$ cat config.mk
export PLATFORM = sky130hd
export DESIGN_NAME = idq_front
export DESIGN_NICKNAME = d
export VERILOG_FILES = /design/src/design/idq_pkg.sv /design/src/design/idq_front.sv
export VERILOG_INCLUDE_DIRS = /design/src /design/src/design
export SDC_FILE = /design/constraint.sdc
export NUM_CORES = 1
export LEC_CHECK = 0
export ABC_AREA = 1
export BUFFER_PORTS_ARGS = -buffer_cell sky130_fd_sc_hd__buf_4
export CAP_MARGIN = 20
export CORE_AREA = 2 2 108 136
export DETAILED_ROUTE_END_ITERATION = 8
export DIE_AREA = 0 0 110 138
export PLACE_DENSITY_LB_ADDON = 0.05
export SLEW_MARGIN = 0
export SYNTH_ARGS = -nofsm -noshare
export SYNTH_HDL_FRONTEND = slang
export SYNTH_SLANG_ARGS = --single-unit
$ cat constraint.sdc
create_clock -name clk -period 7.61 [get_ports clk]
set_input_delay 1.1415 -clock clk [delete_from_list [all_inputs] [get_ports clk]]
set_output_delay 1.1415 -clock clk [all_outputs]
set_load 0.05 [all_outputs]
$ cat src/design/indexed_deque_assert.svh
// assertion macros shared by the indexed deque rtl
// expects clk and arst_n in the scope of each use
`ifndef INDEXED_DEQUE_ASSERT_SVH
`define INDEXED_DEQUE_ASSERT_SVH

// condition holds at every edge out of reset
`define IDQ_ASSERT_ALWAYS(label, cond, msg) \
	label: assert property (@(posedge clk) disable iff (!arst_n) (cond)) \
		else $error(msg);

// same-cycle implication
`define IDQ_ASSERT_IMPLY(label, ante, cons, msg) \
	label: assert property (@(posedge clk) disable iff (!arst_n) (ante) |-> (cons)) \
		else $error(msg);

// next-cycle implication
`define IDQ_ASSERT_NEXT(label, ante, cons, msg) \
	label: assert property (@(posedge clk) disable iff (!arst_n) (ante) |=> (cons)) \
		else $error(msg);

`endif

$ cat src/design/idq_pkg.sv
// shared types and constants of the indexed deque
// no dependencies
`default_nettype none

package idq_pkg;

	typedef enum logic [2:0] {
		CMD_ADD_FRONT    = 3'd0,
		CMD_ADD_BACK     = 3'd1,
		CMD_REMOVE_FRONT = 3'd2,
		CMD_REMOVE_BACK  = 3'd3,
		CMD_READ         = 3'd4,
		CMD_WRITE        = 3'd5
	} cmd_t;

	typedef enum logic [1:0] {
		ST_OK     = 2'd0,
		ST_FULL   = 2'd1,
		ST_EMPTY  = 2'd2,
		ST_BADPOS = 2'd3
	} status_t;

	typedef enum logic [1:0] {
		MOP_NONE  = 2'd0,
		MOP_READ  = 2'd1,
		MOP_WRITE = 2'd2
	} mem_op_t;

	localparam int COUNT_OUT_BITS = 11;
	localparam int ITEM_OUT_BITS  = 32;
	localparam int POS_BITS       = 10;

	localparam int QUEUE_DEPTH = 4;
	localparam int QPTR_BITS   = 2;
	localparam int QFILL_BITS  = 3;

	// decoded command as it travels from front to back
	typedef struct packed {
		mem_op_t                   op;
		status_t                   status;
		logic [COUNT_OUT_BITS-1:0] count;
	} op_ctrl_t;

endpackage

`default_nettype wire

$ cat src/design/idq_front.sv
// command decode and front/count bookkeeping of the indexed deque
// depends on idq_pkg and indexed_deque_assert.svh
`default_nettype none
`include "indexed_deque_assert.svh"

module idq_front
	import idq_pkg::*;
#(
	parameter int CAPACITY  = 1024,
	parameter int ITEM_BITS = 32
) (
	input  wire logic                        clk,
	input  wire logic                        arst_n,
	input  wire logic                        push,
	input  wire logic [2:0]                  command,
	input  wire logic [ITEM_OUT_BITS-1:0]    item_in,
	input  wire logic [POS_BITS-1:0]         position,
	output op_ctrl_t                         ctrl,
	output logic [$clog2(CAPACITY)-1:0]      addr,
	output logic [ITEM_BITS-1:0]             data
);

	localparam int AW = $clog2(CAPACITY);
	localparam int CW = $clog2(CAPACITY + 1);
	localparam int PW = (CW > POS_BITS) ? CW : POS_BITS;

	logic [AW-1:0] front_q, nxt_front;
	logic [CW-1:0] count_q, nxt_count;
	status_t       st;
	mem_op_t       op;
	logic          is_full, is_empty, pos_ok;

	// ring slot at a given offset from the front, offset below capacity
	function automatic logic [AW-1:0] slot_at(input logic [AW-1:0] base,
	                                          input logic [AW-1:0] off);
		logic [AW:0] s;
		s = {1'b0, base} + {1'b0, off};
		if (s >= (AW+1)'(CAPACITY)) begin
			s = s - (AW+1)'(CAPACITY);
		end
		return s[AW-1:0];
	endfunction

	assign is_full  = (count_q == CW'(CAPACITY));
	assign is_empty = (count_q == '0);
	assign pos_ok   = (PW'(position) < PW'(count_q));

	always_comb begin
		nxt_front = front_q;
		nxt_count = count_q;
		st        = ST_OK;
		op        = MOP_NONE;
		addr      = '0;
		unique case (cmd_t'(command))
			CMD_ADD_FRONT: begin
				if (is_full) begin
					st = ST_FULL;
				end else begin
					nxt_front = (front_q == '0) ? AW'(CAPACITY - 1) : front_q - AW'(1);
					nxt_count = count_q + CW'(1);
					op        = MOP_WRITE;
					addr      = nxt_front;
				end
			end
			CMD_ADD_BACK: begin
				if (is_full) begin
					st = ST_FULL;
				end else begin
					nxt_count = count_q + CW'(1);
					op        = MOP_WRITE;
					addr      = slot_at(front_q, AW'(count_q));
				end
			end
			CMD_REMOVE_FRONT: begin
				if (is_empty) begin
					st = ST_EMPTY;
				end else begin
					nxt_front = slot_at(front_q, AW'(1));
					nxt_count = count_q - CW'(1);
					op        = MOP_READ;
					addr      = front_q;
				end
			end
			CMD_REMOVE_BACK: begin
				if (is_empty) begin
					st = ST_EMPTY;
				end else begin
					nxt_count = count_q - CW'(1);
					op        = MOP_READ;
					addr      = slot_at(front_q, AW'(count_q - CW'(1)));
				end
			end
			CMD_READ: begin
				if (!pos_ok) begin
					st = ST_BADPOS;
				end else begin
					op   = MOP_READ;
					addr = slot_at(front_q, AW'(position));
				end
			end
			CMD_WRITE: begin
				if (!pos_ok) begin
					st = ST_BADPOS;
				end else begin
					op   = MOP_WRITE;
					addr = slot_at(front_q, AW'(position));
				end
			end
			default: begin
				// unused command codes pass through as a no-op
				op = MOP_NONE;
			end
		endcase
	end

	assign ctrl.op     = op;
	assign ctrl.status = st;
	assign ctrl.count  = COUNT_OUT_BITS'(nxt_count);
	assign data        = ITEM_BITS'(item_in);

	always_ff @(posedge clk or negedge arst_n) begin
		if (!arst_n) begin
			front_q <= '0;
			count_q <= '0;
		end else if (push) begin
			front_q <= nxt_front;
			count_q <= nxt_count;
		end
	end

	`IDQ_ASSERT_ALWAYS(a_count_range, count_q <= CW'(CAPACITY), "held count above capacity")
	`IDQ_ASSERT_ALWAYS(a_front_range, AW'(front_q) < (AW+1)'(CAPACITY), "front slot out of ring")
	`IDQ_ASSERT_NEXT(a_error_keeps_state, push && (st != ST_OK),
		(count_q == $past(count_q)) && (front_q == $past(front_q)), "error changed state")

endmodule

`default_nettype wire

==> results of run 1 <==
## path summary, 6_finish.rpt
check,end,slack (ns),cells past startpoint
worst max-delay path,addr[9],3.45,14
worst min-delay path,count_q[9]$_DFFE_PN0P_,0.60,2
worst max register to register,front_q[9]$_DFFE_PN0P_,5.20,10
worst min register to register,count_q[9]$_DFFE_PN0P_,0.60,2
max in group asynchronous,count_q[10]$_DFFE_PN0P_,6.59,1
min in group asynchronous,front_q[3]$_DFFE_PN0P_,0.76,1
## layout make-up
cell class / instances / area share (%)
multi-input cells: 581 / 69.1
flip-flops and latches: 21 / 11.4
inverters: 81 / 6.57
repair buffers: 40 / 6.49
well taps: 178 / 4.81
clock buffers: 3 / 1.62
clock inverters: 1 / 0.108
## worst max-delay path: stages, from the launching register on
cell and delay (ns):
dfrtp_1 0.46, inv_1 0.25, ha_1 0.23, nand2_1 0.09, nor2_1 0.14, xor2_1 0.23, ha_1 0.31, a21oi_1 0.15
a21boi_0 0.28, nand2_1 0.08, nor2_1 0.09, nand2_1 0.05, nand3_1 0.06, nand3_1 0.10, buf_4 0.21
## flip-flops by register name, indices dropped and copies added (netlist names)
| name | flops |
|---|---|
| front_q | 10 |
| count_q | 11 |
## cell usage after synthesis (3+ instances only)
cell	count	area [um^2]
a21oi_1	27	135
buf_2	7	35.0
buf_4	35	263
clkbuf_1	5	18.8
dfrtp_1	21	526
fa_1	3	60.1
ha_1	44	551
inv_1	73	274
inv_2	8	30.0
nand2_1	217	815
nand2_2	6	37.5
nand3_1	89	445
nand3b_1	5	37.5
nand4_1	12	75.1
nor2_1	81	304
nor2_4	5	56.3
nor3_1	6	30.0
o21ai_0	29	145
o21ai_1	3	15.0
o21ai_2	9	78.8
or2_2	4	25.0
xor2_1	22	193
## cells by family (layout without fill, tap and decap cells)
| group | count (synthesis) | after routing |
|---|---|---|
| adders and majority gates | 47 | 47 |
| AOI/OAI and AO/OA | 76 | 76 |
| xor gates and xnor gates | 24 | 24 |
| DFF | 21 | 21 |
| and+or+nand+nor | 434 | 434 |
| buffers and inverters | 131 | 125 |
## through the flow
stage / instances / hold WS [ns]
after global routing: 905 / 0.667
after CTS: 905 / 0.613
after detailed placement: 901 / 0.590
final: 905 / 0.601
after floorplan: 733 / 0.528
after global placement: 901 / 0.586
## layer usage
layer,vias to the layer above,track usage (%)
met5,-,0
met2,146,38.0
met4,0,6.60
met3,28,2.64
met1,2142,26.8
li1,2323,-
## power by group through the flow
stage | registers [mW] | logic, mW | clock network (mW)
2_1_floorplan | 0.221 | 1.47 | 0
3_3_place_gp | 0.347 | 1.82 | 0
3_5_place_dp | 0.347 | 1.81 | 0
4_1_cts | 0.345 | 1.82 | 0.135
5_1_grt | 0.356 | 2.04 | 0.138
6_report | 0.342 | 1.82 | 0.132
==> results.yml, run 1 <==
global_routing:
  grt_max_degree: 23
  overflow: 0
  first_global_vias: 4444
  antenna_found_initial: 0
  grt_pass1_wl_um: 24700
  grt_usage_pct: 21.6
placed_design:
  io_buffers: 40
  place_area_mm2: 0.00455
  place_congestion: 0.901
  dp_hpwl_um: 13000
  preCtsSetupSlack_ns: 3.60
synthesis:
  synth_mux_area_share_pct: 0
  synth_edf_count: 0
  ys_seq_area_share_pct: 12.0
  synth.ff_latch_count: 21
  synthFlopType: "dfrtp_1"
  yosys_warnings: 0
  synth_xor_area_share_pct: 4.79
  synth_compound_area_share_pct: 10.4
  synth.distinct_cells: 40
  synthCells: 733
  synth_area_mm2: 0.00439
  syn_avg_cell_area_um2: 5.98
  synth_top_family_by_area: "simple AND/OR/NAND/NOR gates"
  synth_fa_ha_area_share_pct: 13.9
  synthArstFlopShare_pct: 100
  synth-simple-area-share_pct: 43.8
  syn_nets: 828
sta:
  finalSetupViolCount: 0
  setup_slack_ns: 3.45
  skew_ns: 0.00477
  min_period_ns: 4.16
  relSlewSlack_pct: 51.1
  fin_setup_tns_ns: 0
  tightest_slew_ns: 0.730
  finalCritPeriodShare_pct: 54.6
  hold_viol: 0
  maxSlewViolCount: 0
  rsz0062_at_grt: "false"
  max_freq_mhz: 241
die:
  core_area_mm2: 0.0140
  die_y_um: 138
  num_rows: 49
  dieWidth_um: 110
  ioPinCount: 105
  die_area_mm2: 0.0152
  start_util_pct: 31.2
run:
  drv_cap: 0
pwr:
  ir_drop_v: 0.000292
  p_sw_share_pct: 63.9
  power_mw: 2.29
  power_density_mw_per_mm2: 495
  power.internal_mw: 0.828
  p_sw_mw: 1.47
  p_comb_share_pct: 79.3
  p_leak_nw: 2.44
  pwr-share-clk_pct: 5.8
  pwr-share-seq_pct: 14.9
clocking:
  cts_sinks: 21
  clk_path_buf_depth: 2
  htree_num_levels: 1
  cts-root-buf: "clkbuf_16"
  cts_setup_buffers: 0
  numCtsBuffers: 3
  post_cts_resized: 0
  ctsHoldBuffers: 0
  cts_tree: "yes"
  clk_pin_slew_ns: 0.08
  insertion_delay_ns: 0.28
routing:
  via_count: 4639
  ant_nets: 0
  first_pass_iters: 5
  drc: 0
  top_layer: "met4"
  wl_met1_um: 6620
  wirelength_um: 15900
  drtIter0Drc: 248
  avgRoutedWirePerCell_um: 17.6
  met2WireLength_um: 8140
  viasPerCell: 5.13
  met3_length_um: 779
worst_setup_path:
  cp_max_fo: 8
  cp-startpoint: "count_q[0]$_DFFE_PN0P_"
  critPathKind: "reg -> out"
  start_kind: "flop"
  end_kind: "output port"
  worstPathArrival_ns: 3.02
  reg2reg_from: "count_q[1]$_DFFE_PN0P_"
  worstPathRequired_ns: 6.47
finish:
  nets: 823
  seqCellArea_um2: 526
  layout_common_cells: "nand2_1, nand3_1, nor2_1"
  n_fill_cell: 1606
  areaGrowthSynthToFinish_pct: 5.56
  final_common_cell: "nand2_1"
  multi_input_area_mm2: 0.00320
  antenna_cells: 0
  final_area_mm2: 0.00463
  fin_util_pct: 33.0
  drive_gt1_share_pct: 11.7
hold_path:
  worstHoldPathType: "reg -> reg"
  holdCritStartpoint: "count_q[9]$_DFFE_PN0P_"
status:
  outcome: "completed"
Note: power is estimated with default switching activity, not from simulation.
==> run 2, diff against run 1 <==
==> constraint.sdc (replaced) <==
create_clock -name clk -period 4.16 [get_ports clk]
set_input_delay 0.624 -clock clk [delete_from_list [all_inputs] [get_ports clk]]
set_output_delay 0.624 -clock clk [all_outputs]
set_load 0.05 [all_outputs]
==> run 2 against run 1 <==
Against the previous run:
- die area did not move
- global-route usage rose by 0.11 points
- cell area is 0.32% higher
- non-clock buffer count up 2
- critical path depth is the same
- via count decreased by 1.7%
- total power rose by 82%
- first-iteration DRC count is 4.0% higher
- hold slack lost 0.35 ns
- routed wire length shrank 0.28%
==> results.yml, run 2 (synthesis gave the netlist of run 1 again) <==
pwr:
  p_leak_nw: 2.45
  ir_drop_v: 0.000413
  power_density_mw_per_mm2: 899
worst_setup_path:
  worstPathRequired_ns: 3.54
  worst-r2r-cell-count: 10
  cp_max_fo: 8
  worstPathArrival_ns: 3.07
  end_kind: "output port"
  critPathKind: "reg -> out"
  r2r_slack_ns: 1.76
  reg2reg_from: "count_q[1]$_DFFE_PN0P_"
  r2r_end: "front_q[9]$_DFFE_PN0P_"
  start_kind: "flop"
finish:
  areaGrowthSynthToFinish_pct: 5.91
  top_regs: "count_q: 11 flops, front_q: 10 flops"
  fin_cells: 907
  layout_common_cells: "nand2_1, nand3_1, nor2_1"
  drive_gt1_share_pct: 11.9
  registers.top_by_ff_count: "count_q"
  antenna_cells: 0
  n_fill_cell: 1592
  final_area_mm2: 0.00464
  final_common_cell: "nand2_1"
  nets: 825
  largest_register_ffs: 11
routing:
  drc: 0
  drtIter0Drc: 258
  viasPerCell: 5.03
  avgRoutedWirePerCell_um: 17.5
  wirelength_um: 15900
  first_pass_iters: 5
  via_count: 4560
  ant_nets: 0
global_routing:
  antenna_found_initial: 0
  grt_pass1_wl_um: 25000
  first_global_vias: 4509
  grt_max_degree: 23
  overflow: 0
  grt_usage_pct: 21.7
die:
  core_area_mm2: 0.0140
  num_rows: 49
  start_util_pct: 31.2
  die_y_um: 138
  ioPinCount: 105
  dieWidth_um: 110
  die_area_mm2: 0.0152
sta:
  finalCritPeriodShare_pct: 88.7
  max_freq_mhz: 271
  relSlewSlack_pct: 53.0
  skew_ns: 0.00488
  maxSlewViolCount: 0
  min_period_ns: 3.69
  finalSetupViolCount: 0
  rsz0062_at_grt: "false"
  tightest_slew_ns: 0.703
  fin_setup_tns_ns: 0
  hold_viol: 0
placed_design:
  place_congestion: 0.883
  place_area_mm2: 0.00456
  io_buffers: 40
  dp.cells: 903
  dp_hpwl_um: 13000
clocking:
  cts-root-buf: "clkbuf_16"
  numCtsBuffers: 3
  htree_num_levels: 1
  clk_path_buf_depth: 2
  post_cts_resized: 0
  cts_sinks: 21
  clk_pin_slew_ns: 0.07
  cts_setup_buffers: 0
  ctsHoldBuffers: 0
  insertion_delay_ns: 0.27
  cts_tree: "yes"
run:
  drv_cap: 0
status:
  outcome: "completed"
hold_path:
  worstHoldPathType: "in -> async"
==> run 2: cell count changes in the layout (fill, tap and decap cells not counted) <==
cell / change
buf_4: +2
==> run 2: worst max-delay path by stage <==
stage                                 from  endpoint  slack, ns
detailed placement  count_q[1]$_DFFE_PN0P_   addr[9]       0.80
finish              count_q[1]$_DFFE_PN0P_   addr[9]       0.47
CTS                 count_q[1]$_DFFE_PN0P_   addr[9]       0.48
global placement    count_q[0]$_DFFE_PN0P_   addr[9]       0.87
global route        count_q[1]$_DFFE_PN0P_   addr[9]       0.22
floorplan                      position[6]  ctrl[13]       1.02
==> run 2: through the flow <==
| stage | utilization, % | power [mW] | setup slack [ns] | hold slack [ns] |
|---|---|---|---|---|
| floorplan | - | 3.09 | 1.02 | 0.328 |
| global placement | 32.5 | 3.95 | 0.866 | 0.558 |
| detailed placement | 32.5 | 3.96 | 0.797 | 0.560 |
| CTS | 33.1 | 4.21 | 0.478 | 0.266 |
| global route | 33.1 | 4.63 | 0.219 | 0.267 |
| finish | 33.1 | 4.18 | 0.469 | 0.252 |
==> run 2: power by group <==
| part | leakage, nW | total (mW) | internal (mW) | switching (mW) |
|---|---|---|---|---|
| sequential | 0.272 | 0.602 | 0.285 | 0.317 |
| combinational | 2.13 | 3.34 | 1.10 | 2.24 |
| clock | 0.0409 | 0.234 | 0.130 | 0.103 |
==> run 2: layer usage <==
metal  vias to the layer above  routed length [um]  GRT usage [%]
met3                        28                 614           2.97
met5                         -                   0              0
met1                      2084                6910           27.7
met4                         0                 448           6.86
met2                       121                7930           37.0
li1                       2327                   -              -
==> run 2: worst max-delay path, stage by stage (launching register included) <==
cell and delay (ns):
dfrtp_1 0.54, inv_1 0.16, ha_1 0.24, nand2_1 0.10, xor2_1 0.32, ha_1 0.33, a21oi_1 0.31, nand2_1 0.10
nand2_1 0.09, nand2_1 0.06, nor2_1 0.10, nand2_1 0.06, nand3_1 0.06, nand3_1 0.12, buf_4 0.22
==> run 2: final cells by class <==
| type | count | area [um^2] | share of cell area (%) |
|---|---|---|---|
| flip-flops and latches | 21 | 526 | 11.3 |
| well taps | 178 | 223 | 4.80 |
| repair buffers | 42 | 315 | 6.79 |
| clock inverters | 1 | 5.00 | 0.108 |
| inverters | 81 | 304 | 6.55 |
| multi-input cells | 581 | 3200 | 68.8 |
| clock buffers | 3 | 75.1 | 1.62 |
