### src/design/indexed_deque_assert.svh
// assertion macros shared by the indexed deque rtl
// expects clk and arst_n in the scope of each use
`ifndef INDEXED_DEQUE_ASSERT_SVH
`define INDEXED_DEQUE_ASSERT_SVH

// condition holds at every edge out of reset
`define IDQ_ASSERT_ALWAYS(label, cond, msg) \
	label: assert property (@(posedge clk) disable iff (!arst_n) (cond)) \
		else $error(msg);

// same-cycle implication
`define IDQ_ASSERT_IMPLY(label, ante, cons, msg) \
	label: assert property (@(posedge clk) disable iff (!arst_n) (ante) |-> (cons)) \
		else $error(msg);

// next-cycle implication
`define IDQ_ASSERT_NEXT(label, ante, cons, msg) \
	label: assert property (@(posedge clk) disable iff (!arst_n) (ante) |=> (cons)) \
		else $error(msg);

`endif

### src/design/idq_pkg.sv
// shared types and constants of the indexed deque
// no dependencies
`default_nettype none

package idq_pkg;

	typedef enum logic [2:0] {
		CMD_ADD_FRONT    = 3'd0,
		CMD_ADD_BACK     = 3'd1,
		CMD_REMOVE_FRONT = 3'd2,
		CMD_REMOVE_BACK  = 3'd3,
		CMD_READ         = 3'd4,
		CMD_WRITE        = 3'd5
	} cmd_t;

	typedef enum logic [1:0] {
		ST_OK     = 2'd0,
		ST_FULL   = 2'd1,
		ST_EMPTY  = 2'd2,
		ST_BADPOS = 2'd3
	} status_t;

	typedef enum logic [1:0] {
		MOP_NONE  = 2'd0,
		MOP_READ  = 2'd1,
		MOP_WRITE = 2'd2
	} mem_op_t;

	localparam int COUNT_OUT_BITS = 11;
	localparam int ITEM_OUT_BITS  = 32;
	localparam int POS_BITS       = 10;

	localparam int QUEUE_DEPTH = 4;
	localparam int QPTR_BITS   = 2;
	localparam int QFILL_BITS  = 3;

	// decoded command as it travels from front to back
	typedef struct packed {
		mem_op_t                   op;
		status_t                   status;
		logic [COUNT_OUT_BITS-1:0] count;
	} op_ctrl_t;

endpackage

`default_nettype wire

### src/design/idq_queue.sv
// short fifo of decoded commands between front and back
// depends on idq_pkg and indexed_deque_assert.svh
`default_nettype none
`include "indexed_deque_assert.svh"

module idq_queue
	import idq_pkg::*;
#(
	parameter int ADDR_BITS = 10,
	parameter int ITEM_BITS = 32
) (
	input  wire logic                 clk,
	input  wire logic                 arst_n,
	input  wire logic                 push,
	input  wire op_ctrl_t             push_ctrl,
	input  wire logic [ADDR_BITS-1:0] push_addr,
	input  wire logic [ITEM_BITS-1:0] push_data,
	output logic                      full,
	input  wire logic                 pop,
	output logic                      pop_valid,
	output op_ctrl_t                  pop_ctrl,
	output logic [ADDR_BITS-1:0]      pop_addr,
	output logic [ITEM_BITS-1:0]      pop_data
);

	op_ctrl_t              ctrl_q [QUEUE_DEPTH];
	logic [ADDR_BITS-1:0]  addr_q [QUEUE_DEPTH];
	logic [ITEM_BITS-1:0]  data_q [QUEUE_DEPTH];
	logic [QPTR_BITS-1:0]  wr_ptr_q, rd_ptr_q;
	logic [QFILL_BITS-1:0] fill_q;

	assign full      = (fill_q == QFILL_BITS'(QUEUE_DEPTH));
	assign pop_valid = (fill_q != '0);
	assign pop_ctrl  = ctrl_q[rd_ptr_q];
	assign pop_addr  = addr_q[rd_ptr_q];
	assign pop_data  = data_q[rd_ptr_q];

	always_ff @(posedge clk) begin
		if (push) begin
			ctrl_q[wr_ptr_q] <= push_ctrl;
			addr_q[wr_ptr_q] <= push_addr;
			data_q[wr_ptr_q] <= push_data;
		end
	end

	always_ff @(posedge clk or negedge arst_n) begin
		if (!arst_n) begin
			wr_ptr_q <= '0;
			rd_ptr_q <= '0;
			fill_q   <= '0;
		end else begin
			if (push) begin
				wr_ptr_q <= wr_ptr_q + QPTR_BITS'(1);
			end
			if (pop) begin
				rd_ptr_q <= rd_ptr_q + QPTR_BITS'(1);
			end
			if (push && !pop) begin
				fill_q <= fill_q + QFILL_BITS'(1);
			end else if (pop && !push) begin
				fill_q <= fill_q - QFILL_BITS'(1);
			end
		end
	end

	`IDQ_ASSERT_IMPLY(a_no_pop_empty, pop, fill_q != '0, "pop from empty queue")
	`IDQ_ASSERT_IMPLY(a_no_push_full, push, !full, "push into full queue")

endmodule

`default_nettype wire

### config.mk
export PLATFORM = sky130hd
export DESIGN_NAME = idq_queue
export DESIGN_NICKNAME = d
export VERILOG_FILES = /design/src/design/idq_pkg.sv /design/src/design/idq_queue.sv
export VERILOG_INCLUDE_DIRS = /design/src /design/src/design
export SDC_FILE = /design/constraint.sdc
export NUM_CORES = 1
export LEC_CHECK = 0
export BUFFER_PORTS_ARGS = -buffer_cell sky130_fd_sc_hd__buf_2
export CORE_ASPECT_RATIO = 0.75
export CORE_MARGIN = 3
export CORE_UTILIZATION = 30
export DETAILED_ROUTE_END_ITERATION = 7
export PLACE_DENSITY = 0.58
export SYNTH_ARGS = -nofsm -noshare
export SYNTH_HDL_FRONTEND = slang
export SYNTH_SLANG_ARGS = --single-unit
### constraint.sdc
create_clock -name clk -period 2.61 [get_ports clk]
set_input_delay 0.3915 -clock clk [delete_from_list [all_inputs] [get_ports clk]]
set_output_delay 0.3915 -clock clk [all_outputs]
set_load 0.01 [all_outputs]
==> flow_summary.json, run 1 <==
{
  "status": "finished, final reports clean",
  "layout-drive-gt1-share_pct": 47.2,
  "crit_type": "reg2out",
  "combPwrFrac_pct": 28.0,
  "synthSimpleGateAreaFrac_pct": 0.580,
  "yosysSeqAreaShare_pct": 81.4,
  "critPathLaunchType": "register",
  "die_h_um": 153,
  "power_frac_seq_pct": 43.5,
  "cts_sinks": 235,
  "synthDistinctLibCells": 20,
  "drt_pass1_iterations": 4,
  "finalWorstSetupSlack_ns": 0.138,
  "cp_max_fo": 19,
  "synth_compound_area_share_pct": 0.0580,
  "crit_path_cell_trace": "buf_4 > mux4_2 > buf_2",
  "ioPinCount": 120,
  "hpwl_mm": 10.3,
  "syn-cell-area_um2": 8630,
  "grt_usage_pct": 11.0,
  "area_growth_syn_to_layout_pct": 22.8,
  "die_width_um": 202,
  "netSwitchingFraction_pct": 28.3,
  "grt_pass1_vias": 4282,
  "vias": 3897,
  "grt_pass1_wl_mm": 25.9,
  "worst_slew_pin_slew_ns": 0.604,
  "drcViolationCount": 0,
  "grt_max_degree": 35,
  "synth_largest_area_cell": "edfxtp_1",
  "setup_tns_ns": 0,
  "wl_mm": 16.8,
  "netlist_top_cells_area": "edfxtp_1 79%, mux4_2 15%, dfrtp_1 2.0%",
  "setup_violations": 0,
  "ant_nets": 0,
  "first_iter_violations": 143,
  "ys_ff_latch": 235,
  "max_freq_mhz": 405,
  "drt-wirelength-per-cell_um": 19.1,
  "synth_mux_area_share_pct": 15.0,
  "overflow": 0,
  "fillerInstances": 2550,
  "internal_power_uw": 8590,
  "power.density_nw_per_um2": 1130,
  "syn-num-nets": 399,
  "die-area_um2": 30900,
  "max-clock-path-buffers": 3,
  "syn_area_per_cell_um2": 26.0,
  "ir_drop_v": 0.000662,
  "initial_core_util_pct": 30.6,
  "total_leakage_power_uw": 0.00360,
  "htreeDepth": 1,
  "finalMaxSlewViolations": 0,
  "timing.final.crit_period_ns": 2.47,
  "num_antenna_cells": 0,
  "required_ns": 2.22,
  "switchingPower_uw": 3390,
  "gp_congestion": 0.677,
  "slowest_stage": "dfrtp_4",
  "fin_skew_ns": 0.0220,
  "cp_num_cells": 3,
  "core_um2": 28200,
  "dpl_worst_slack_ns": 0.584,
  "reg2reg_depth": 4,
  "gr-usage-met1_pct": 13.7,
  "viasPerCell": 4.42,
  "finish.utilization_pct": 37.6,
  "cts_tree": "built",
  "critPathBufInv": 2,
  "busiest_layer": "met2",
  "holdPathStages": 1,
  "synth_xor_area_share_pct": 0.609,
  "rsz0062_at_grt": "no",
  "synth_top_area_share_pct": 79.3,
  "use_met2_pct": 18.9,
  "cts_buffers": 24,
  "relSlewSlack_pct": 59.7,
  "cp-end-kind": "output pin",
  "clkPwrFrac_pct": 28.5,
  "antenna_found_initial": 0,
  "nets": 547,
  "hold_path_class": "in2reg",
  "slowest_delay_ns": 0.64,
  "syn_inst": 332,
  "arrival_ns": 2.08,
  "fp-row-count": 53,
  "clk_latency_ns": 0.52,
  "crit_family": "flip-flops",
  "fin_crit_sh_pct": 94.7,
  "port_buffers": 119,
  "cts_root_buffer": "clkbuf_16",
  "grt_use_met3_pct": 3.39,
  "path_clk_slew_ns": 0.07,
  "synth_top_family_by_area": "multiplexers",
  "yosysWarnings": 0,
  "max_cap_violations": 0,
  "hold_violations": 0,
  "synth_adder_area_share_pct": 0.957
}
[synth_stat cells]
| cell type | number |
|---|---|
| ha_1 | 5 |
| mux4_2 | 57 |
| or3_1 | 1 |
| xor2_1 | 4 |
| o21ai_0 | 1 |
| mux2_2 | 1 |
| xnor2_1 | 2 |
| dfrtp_1 | 7 |
| nand2_1 | 2 |
| fa_1 | 1 |
| edfxtp_1 | 228 |
| buf_1 | 3 |
| buf_2 | 3 |
| buf_4 | 4 |
| and2_1 | 4 |
| nor3b_1 | 1 |
| buf_6 | 1 |
| inv_1 | 4 |
| buf_12 | 2 |
| nor2_1 | 1 |
[layout make-up]
type                    instances  area, um2  area share [%]
clock buffers                  28        637            6.01
clock inverters                14        156            1.48
inverters                       4       15.0           0.142
multi-input cells              80       1500            14.1
flip-flops and latches        235       7030            66.3
well taps                     385        482            4.55
repair buffers                135        781            7.37
[registers in the layout (all words and copies together) (netlist names)]
| name | flops |
|---|---|
| addr_q | 40 |
| ctrl_q | 60 |
| data_q | 128 |
| fill_q | 3 |
| rd_ptr_q | 2 |
| wr_ptr_q | 2 |
[worst register-to-register path: stages (launching register included)]
cell and delay [ns]:
dfrtp_1 0.41, inv_1 0.10, ha_1 0.17, and2_4 0.51, buf_4 0.37
[per-stage QoR]
stage | instance area [um2] | total power [uW] | instances | hold WS (ns)
floorplan | 8630 | 7400 | 332 | 0.0959
global placement | 9780 | 8640 | 836 | 0.256
detailed placement | 9780 | 8750 | 836 | 0.257
CTS | 10600 | 12300 | 881 | 0.0404
global route | 10600 | 12600 | 881 | 0.0563
finish | 10600 | 12000 | 881 | 0.0799
[what timing repair did]
item | CTS | global route
endpoints found under the setup margin | 1 | 0
hold endpoints to repair | 7 | 0
setup buffers | 2 | 0
gates resized for setup | 0 | 0
hold buffers | 1 | 0
[routing by layer]
layer  up-vias  wire [um]
li1       1709          -
met1      2066       7040
met2        97       8480
met3        25        946
met4         0        363
met5         -          0
[worst paths after layout]
kind,startpoint,endpoint,slack [ns]
max,rd_ptr_q[1],pop_data[3],0.14
min,push_data[15],data_q[0][15],0.08
max reg2reg,wr_ptr_q[1],data_q[1][19],0.73
min reg2reg,fill_q[2],fill_q[2],0.52
max in group asynchronous,arst_n,rd_ptr_q[0],2.17
min in group asynchronous,arst_n,fill_q[2],0.24
[cells by family after synthesis]
kind of cell    count (synthesis)
compound gates                  1
xor+xnor                        6
fa+ha+maj                       6
buf+inv                        17
flops                         235
mux                            58
simple gates                    9
[power groups by stage]
stage	clock (uW)	sequential [uW]	combinational [uW]
2_1_floorplan	0	5170	2230
5_1_grt	3710	5270	3650
6_report	3420	5210	3350
3_3_place_gp	0	5290	3350
4_1_cts	3550	5220	3490
3_5_place_dp	0	5350	3400
[cell usage in the layout (no fill, tap or decap)]
master         instances
dlygate4sd3_1          1
fa_1                   1
xor2_1                 4
dfrtp_1                5
buf_4                 10
clkbuf_1               3
clkinv_2               3
edfxtp_1             228
clkinv_1               3
inv_6                  1
clkinvlp_4             3
buf_2                119
dfrtp_4                2
inv_1                  4
o21ai_0                1
nor2_1                 1
nand2_1                2
bufinv_16              3
clkbuf_16             25
and2_4                 4
or3_1                  1
ha_1                   5
mux2_2                 1
mux4_2                57
xnor2_1                2
clkinv_4               1
nor3b_1                1
buf_12                 5
Power figures use the tool's default switching activity.
==> run 2: changes to the inputs <==
Settings changed: BUFFER_PORTS_ARGS -buffer_cell sky130_fd_sc_hd__buf_2 to default, DONT_BUFFER_PORTS from default to 1, PLACE_DENSITY 0.58 to 0.55.
==> run 2 against run 1 <==
Largest power group unchanged. Worst setup slack lost 0.010 ns. Die area stayed put. Count of clock-buffer cells in the layout is the same. Sequential power grew 3%. Global-route usage down 0.54 points. Core utilization down 0.23 points. Via count fell by 6.9%.
==> flow_summary.json, run 2 (synthesized netlist as in run 1, its figures left out) <==
{
  "r2r-end": "data_q[2][22]",
  "cts_sinks": 235,
  "die-area_um2": 30900,
  "initial_core_util_pct": 30.6,
  "crit_path_cell_trace": "mux4_2",
  "htreeDepth": 1,
  "overflow": 0,
  "fp-row-count": 53,
  "clk_latency_ns": 0.52,
  "cts_buffers": 24,
  "required_ns": 2.22,
  "crit_type": "reg2out",
  "crit_family": "flip-flops",
  "wl_mm": 16.1,
  "nets": 478,
  "viasPerCell": 4.45,
  "grt_usage_pct": 10.5,
  "max_freq_mhz": 403,
  "hpwl_mm": 9.28,
  "slowest_delay_ns": 1.07,
  "layout-drive-gt1-share_pct": 24.5,
  "first_iter_violations": 199,
  "hold_start": "push",
  "finalMaxSlewViolations": 0,
  "fin_crit_sh_pct": 95.1,
  "relSlewSlack_pct": 35.8,
  "arrival_ns": 2.09,
  "ant_nets": 0,
  "r2r_slack_ns": 0.86,
  "cp_num_cells": 1,
  "final_cell_mix": "228 x edfxtp_1, 60 x dlygate4sd3_1, 57 x mux4_2",
  "critPathLaunchType": "register",
  "cts_resized": 0,
  "r2r_start": "wr_ptr_q[0]",
  "grt_pass1_vias": 4023,
  "power.total_uw": 11400,
  "area_growth_syn_to_layout_pct": 22.0,
  "largest_register_ffs": 128,
  "grt_max_degree": 59,
  "max_cap_violations": 0,
  "vias": 3629,
  "gp_congestion": 0.679,
  "setup_violations": 0,
  "port_buffers": 0,
  "die_h_um": 153,
  "reg2reg_depth": 4,
  "status": "finished, final reports clean",
  "endpoint": "pop_data[0]",
  "cts_root_buffer": "clkbuf_16",
  "cts_setup_buffers": 0,
  "cts_tree": "built",
  "ir_drop_v": 0.000594,
  "cp_max_fo": 58,
  "max-clock-path-buffers": 3,
  "total_leakage_power_uw": 0.00334,
  "die_width_um": 202,
  "hold_violations": 0,
  "cp-end-kind": "output pin",
  "slowest_stage": "dfrtp_4",
  "drcViolationCount": 0,
  "fin_skew_ns": 0.0194,
  "regMostFlops": "data_q",
  "path_clk_slew_ns": 0.06,
  "cp-startpoint": "rd_ptr_q[1]",
  "grt_pass1_wl_mm": 24.9,
  "final_common_cell": "edfxtp_1",
  "reg.largest.list": "data_q (128), ctrl_q (60), addr_q (40)",
  "hold_path_class": "in2reg",
  "setup_tns_ns": 0,
  "antenna_found_initial": 2,
  "core_um2": 28200,
  "ioPinCount": 120,
  "drt_pass1_iterations": 4,
  "critPathBufInv": 0,
  "power.density_nw_per_um2": 1080,
  "timing.final.crit_period_ns": 2.48,
  "rsz0062_at_grt": "no",
  "whs_ns": 0.170,
  "worst_slew_pin_slew_ns": 0.963,
  "drt-wirelength-per-cell_um": 19.7
}
-- run 2: cell types whose count changed in the layout (fill, tap and decap cells not counted), moves of 2 or more --
cell	previous run	this run
dlygate4sd3_1	1	60
buf_4	10	0
clkinv_2	3	6
buf_2	119	0
diode_2	0	2
clkinvlp_4	3	1
clkinv_1	3	5
-- run 2: how the worst min path moves through the flow --
stage | end | slack [ns] | cells past startpoint
final | fill_q[0] | 0.17 | 2
after global routing | fill_q[0] | 0.15 | 2
after CTS | fill_q[0] | 0.13 | 2
after detailed placement | fill_q[2] | 0.1 | 0
after global placement | fill_q[2] | 0.1 | 0
after floorplan | fill_q[0] | 0.1 | 0
-- run 2: where the power goes --
group	internal (uW)	switching (uW)
registers	4940	417
clock network	2030	1340
logic	1230	1450
total	8200	3200
-- run 2: timing repair --
action	in CTS	in global routing
hold buffers	60	0
hold endpoints to repair	239	0
setup endpoints to repair	0	0
-- run 2: per-stage QoR --
step / worst slack, ns / cell area [um2] / utilization, % / std cells
after detailed placement: 0.647 / 9140 / 32.4 / 710
after global routing: 0.0260 / 10500 / 37.4 / 815
final: 0.128 / 10500 / 37.4 / 815
after CTS: 0.0588 / 10500 / 37.3 / 813
after floorplan: 0.225 / 8630 / - / 332
after global placement: 0.664 / 9140 / 32.4 / 710
-- run 2: metal layers --
metal  up-vias  share of wire (%)  global-route usage, %
li1       1578                  -                      -
met1      1927                 41                   12.7
met2        99                 50                   18.0
met3        25                6.4                   3.60
met4         0                2.3                   2.66
met5         -                  0                      0
-- run 2: layout make-up --
class / count / area [um2]
Fill cell: 2554 / 17700
Sequential cell: 235 / 7030
Multi-Input combinational cell: 80 / 1500
Timing Repair Buffer: 66 / 721
Clock buffer: 28 / 637
Tap cell: 385 / 482
Clock inverter: 15 / 146
Inverter: 4 / 15.0
Antenna cell: 2 / 5.00
==> run 3: changes to the inputs <==
Settings changed: CORE_UTILIZATION 30 to 50, PLACE_DENSITY 0.55 to 0.76.
Clock period 2.61 ns to 3.05 ns, I/O delays scaled along.
==> run 3 against run 2 <==
Count of clock-buffer cells in the layout is 2 higher. Sequential share of layout area is 6.6 points higher. Largest cell class unchanged. Routed wire length fell by 10%.
==> flow_summary.json, run 3 (synthesized netlist as in run 1, its figures left out) <==
{
  "reg2reg_depth": 4,
  "htreeDepth": 1,
  "fin_area_um2": 9580,
  "gp_congestion": 0.721,
  "grt_usage_pct": 15.7,
  "combPwrFrac_pct": 24.9,
  "r2r-end": "data_q[1][7]",
  "area_growth_syn_to_layout_pct": 11.0,
  "busiest_layer": "met2",
  "path_clk_slew_ns": 0.06,
  "internal_power_uw": 6590,
  "slowest_delay_ns": 0.80,
  "drt_pass1_iterations": 4,
  "drcViolationCount": 0,
  "grt_pass1_wl_mm": 22.3,
  "max_freq_mhz": 404,
  "crit_family": "flip-flops",
  "place_area_um2": 8930,
  "place_inst": 540,
  "crit_path_cell_trace": "buf_12 > mux4_2",
  "relSlewSlack_pct": 54.5,
  "ant_nets": 0,
  "hpwl_mm": 8.90,
  "core_um2": 16500,
  "timing.final.crit_period_ns": 2.48,
  "cp-startpoint": "rd_ptr_q[1]",
  "num_antenna_cells": 0,
  "final_common_cell": "edfxtp_1",
  "largest_register_ffs": 128,
  "fillerInstances": 1151,
  "cts_resized": 0,
  "wl_mm": 14.4,
  "r2r_slack_ns": 1.19,
  "cts_root_buffer": "clkbuf_16",
  "reg.largest.list": "data_q (128), ctrl_q (60), addr_q (40)",
  "slowest_stage": "dfrtp_2",
  "grt_pass1_vias": 3767,
  "clkPwrFrac_pct": 26.4,
  "cts_setup_buffers": 0,
  "netSwitchingFraction_pct": 28.0,
  "setup_violations": 0,
  "holdPathStages": 1,
  "regMostFlops": "data_q",
  "required_ns": 2.59,
  "clk_latency_ns": 0.48,
  "die-area_um2": 18900,
  "critPathBufInv": 1,
  "cts_sinks": 235,
  "overflow": 0,
  "first_iter_violations": 275,
  "layout-drive-gt1-share_pct": 27.6,
  "final_cell_mix": "228 x edfxtp_1, 57 x mux4_2, 23 x clkbuf_16",
  "viasPerCell": 5.83,
  "cts_tree": "built",
  "finalMaxSlewViolations": 0,
  "power.density_nw_per_um2": 956,
  "use_met2_pct": 24.1,
  "drt-wirelength-per-cell_um": 24.9,
  "hold_violations": 0,
  "die_width_um": 158,
  "critPathLaunchType": "register",
  "max_cap_violations": 0,
  "port_buffers": 0,
  "ir_drop_v": 0.000607,
  "cp_max_fo": 32,
  "worst_slew_pin_slew_ns": 0.682,
  "fp-row-count": 40,
  "initial_core_util_pct": 52.4,
  "max-clock-path-buffers": 3,
  "ioPinCount": 120,
  "fin_skew_ns": 0.00421,
  "antenna_found_initial": 0,
  "switchingPower_uw": 2560,
  "holdPathEnd": "rd_ptr_q[0]",
  "cp-end-kind": "output pin",
  "whs_ns": 0.0508,
  "setup_tns_ns": 0,
  "die_h_um": 120,
  "rsz0062_at_grt": "no",
  "layout.cells.non_filler": 580,
  "r2r_start": "wr_ptr_q[1]",
  "fin_crit_sh_pct": 81.2,
  "hold_path_class": "in2reg",
  "vias": 3379,
  "grt_max_degree": 35,
  "status": "finished, final reports clean",
  "grt_use_met3_pct": 7.14,
  "crit_type": "reg2out",
  "gr-usage-met1_pct": 21.1,
  "arrival_ns": 2.02,
  "power_frac_seq_pct": 48.7,
  "hold_start": "pop",
  "nets": 422,
  "total_leakage_power_uw": 0.00304,
  "cts_buffers": 22,
  "ctsHoldBuffers": 1
}
-- run 3: changes by cell type in the layout (fill, tap and decap cells not counted), sizes merged --
cell | previous run | this run
buf | 6 | 11
bufinv | 3 | 0
clkinv | 11 | 8
diode | 2 | 0
dlygate4sd3 | 60 | 1
clkbuf | 28 | 30
-- run 3: metal layers --
metal  up-vias  wire length [um]
met5         -                 0
met4         0               247
met3        21              1650
met2       123              6790
met1      1776              5750
li1       1459                 -
-- run 3: worst max path at each step --
| stage | endpoint | depth (start not counted) | slack [ns] |
|---|---|---|---|
| 3_3_place_gp | pop_data[30] | 2 | 1.05 |
| 5_1_grt | pop_data[1] | 2 | 0.46 |
| 4_1_cts | pop_data[31] | 2 | 0.52 |
| 3_5_place_dp | pop_data[30] | 2 | 1.04 |
| 6_report | pop_data[14] | 2 | 0.57 |
| 2_1_floorplan | addr_q[2][0] | 3 | 0.67 |
-- run 3: per-stage QoR --
stage               total power (uW)  util (%)  setup WS [ns]
floorplan                       6330         -          0.665
global placement                6820      54.2           1.05
detailed placement              6890      54.2           1.04
CTS                             9320      58.2          0.515
global route                    9620      58.2          0.458
finish                          9150      58.2          0.574
-- run 3: power by group through the flow --
stage / Sequential [uW] / Combinational, uW / Clock, uW
after floorplan: 4420 / 1910 / 0
after global placement: 4490 / 2320 / 0
after detailed placement: 4540 / 2350 / 0
after CTS: 4470 / 2370 / 2480
after global routing: 4520 / 2470 / 2620
final: 4460 / 2280 / 2420
-- run 3: final cells by class --
type	count	area, um2	share of cell area (%)
well taps	210	263	2.74
inverters	4	15.0	0.157
multi-input cells	80	1490	15.6
clock buffers	30	602	6.28
repair buffers	12	143	1.49
clock inverters	9	41.3	0.431
flip-flops and latches	235	7030	73.3
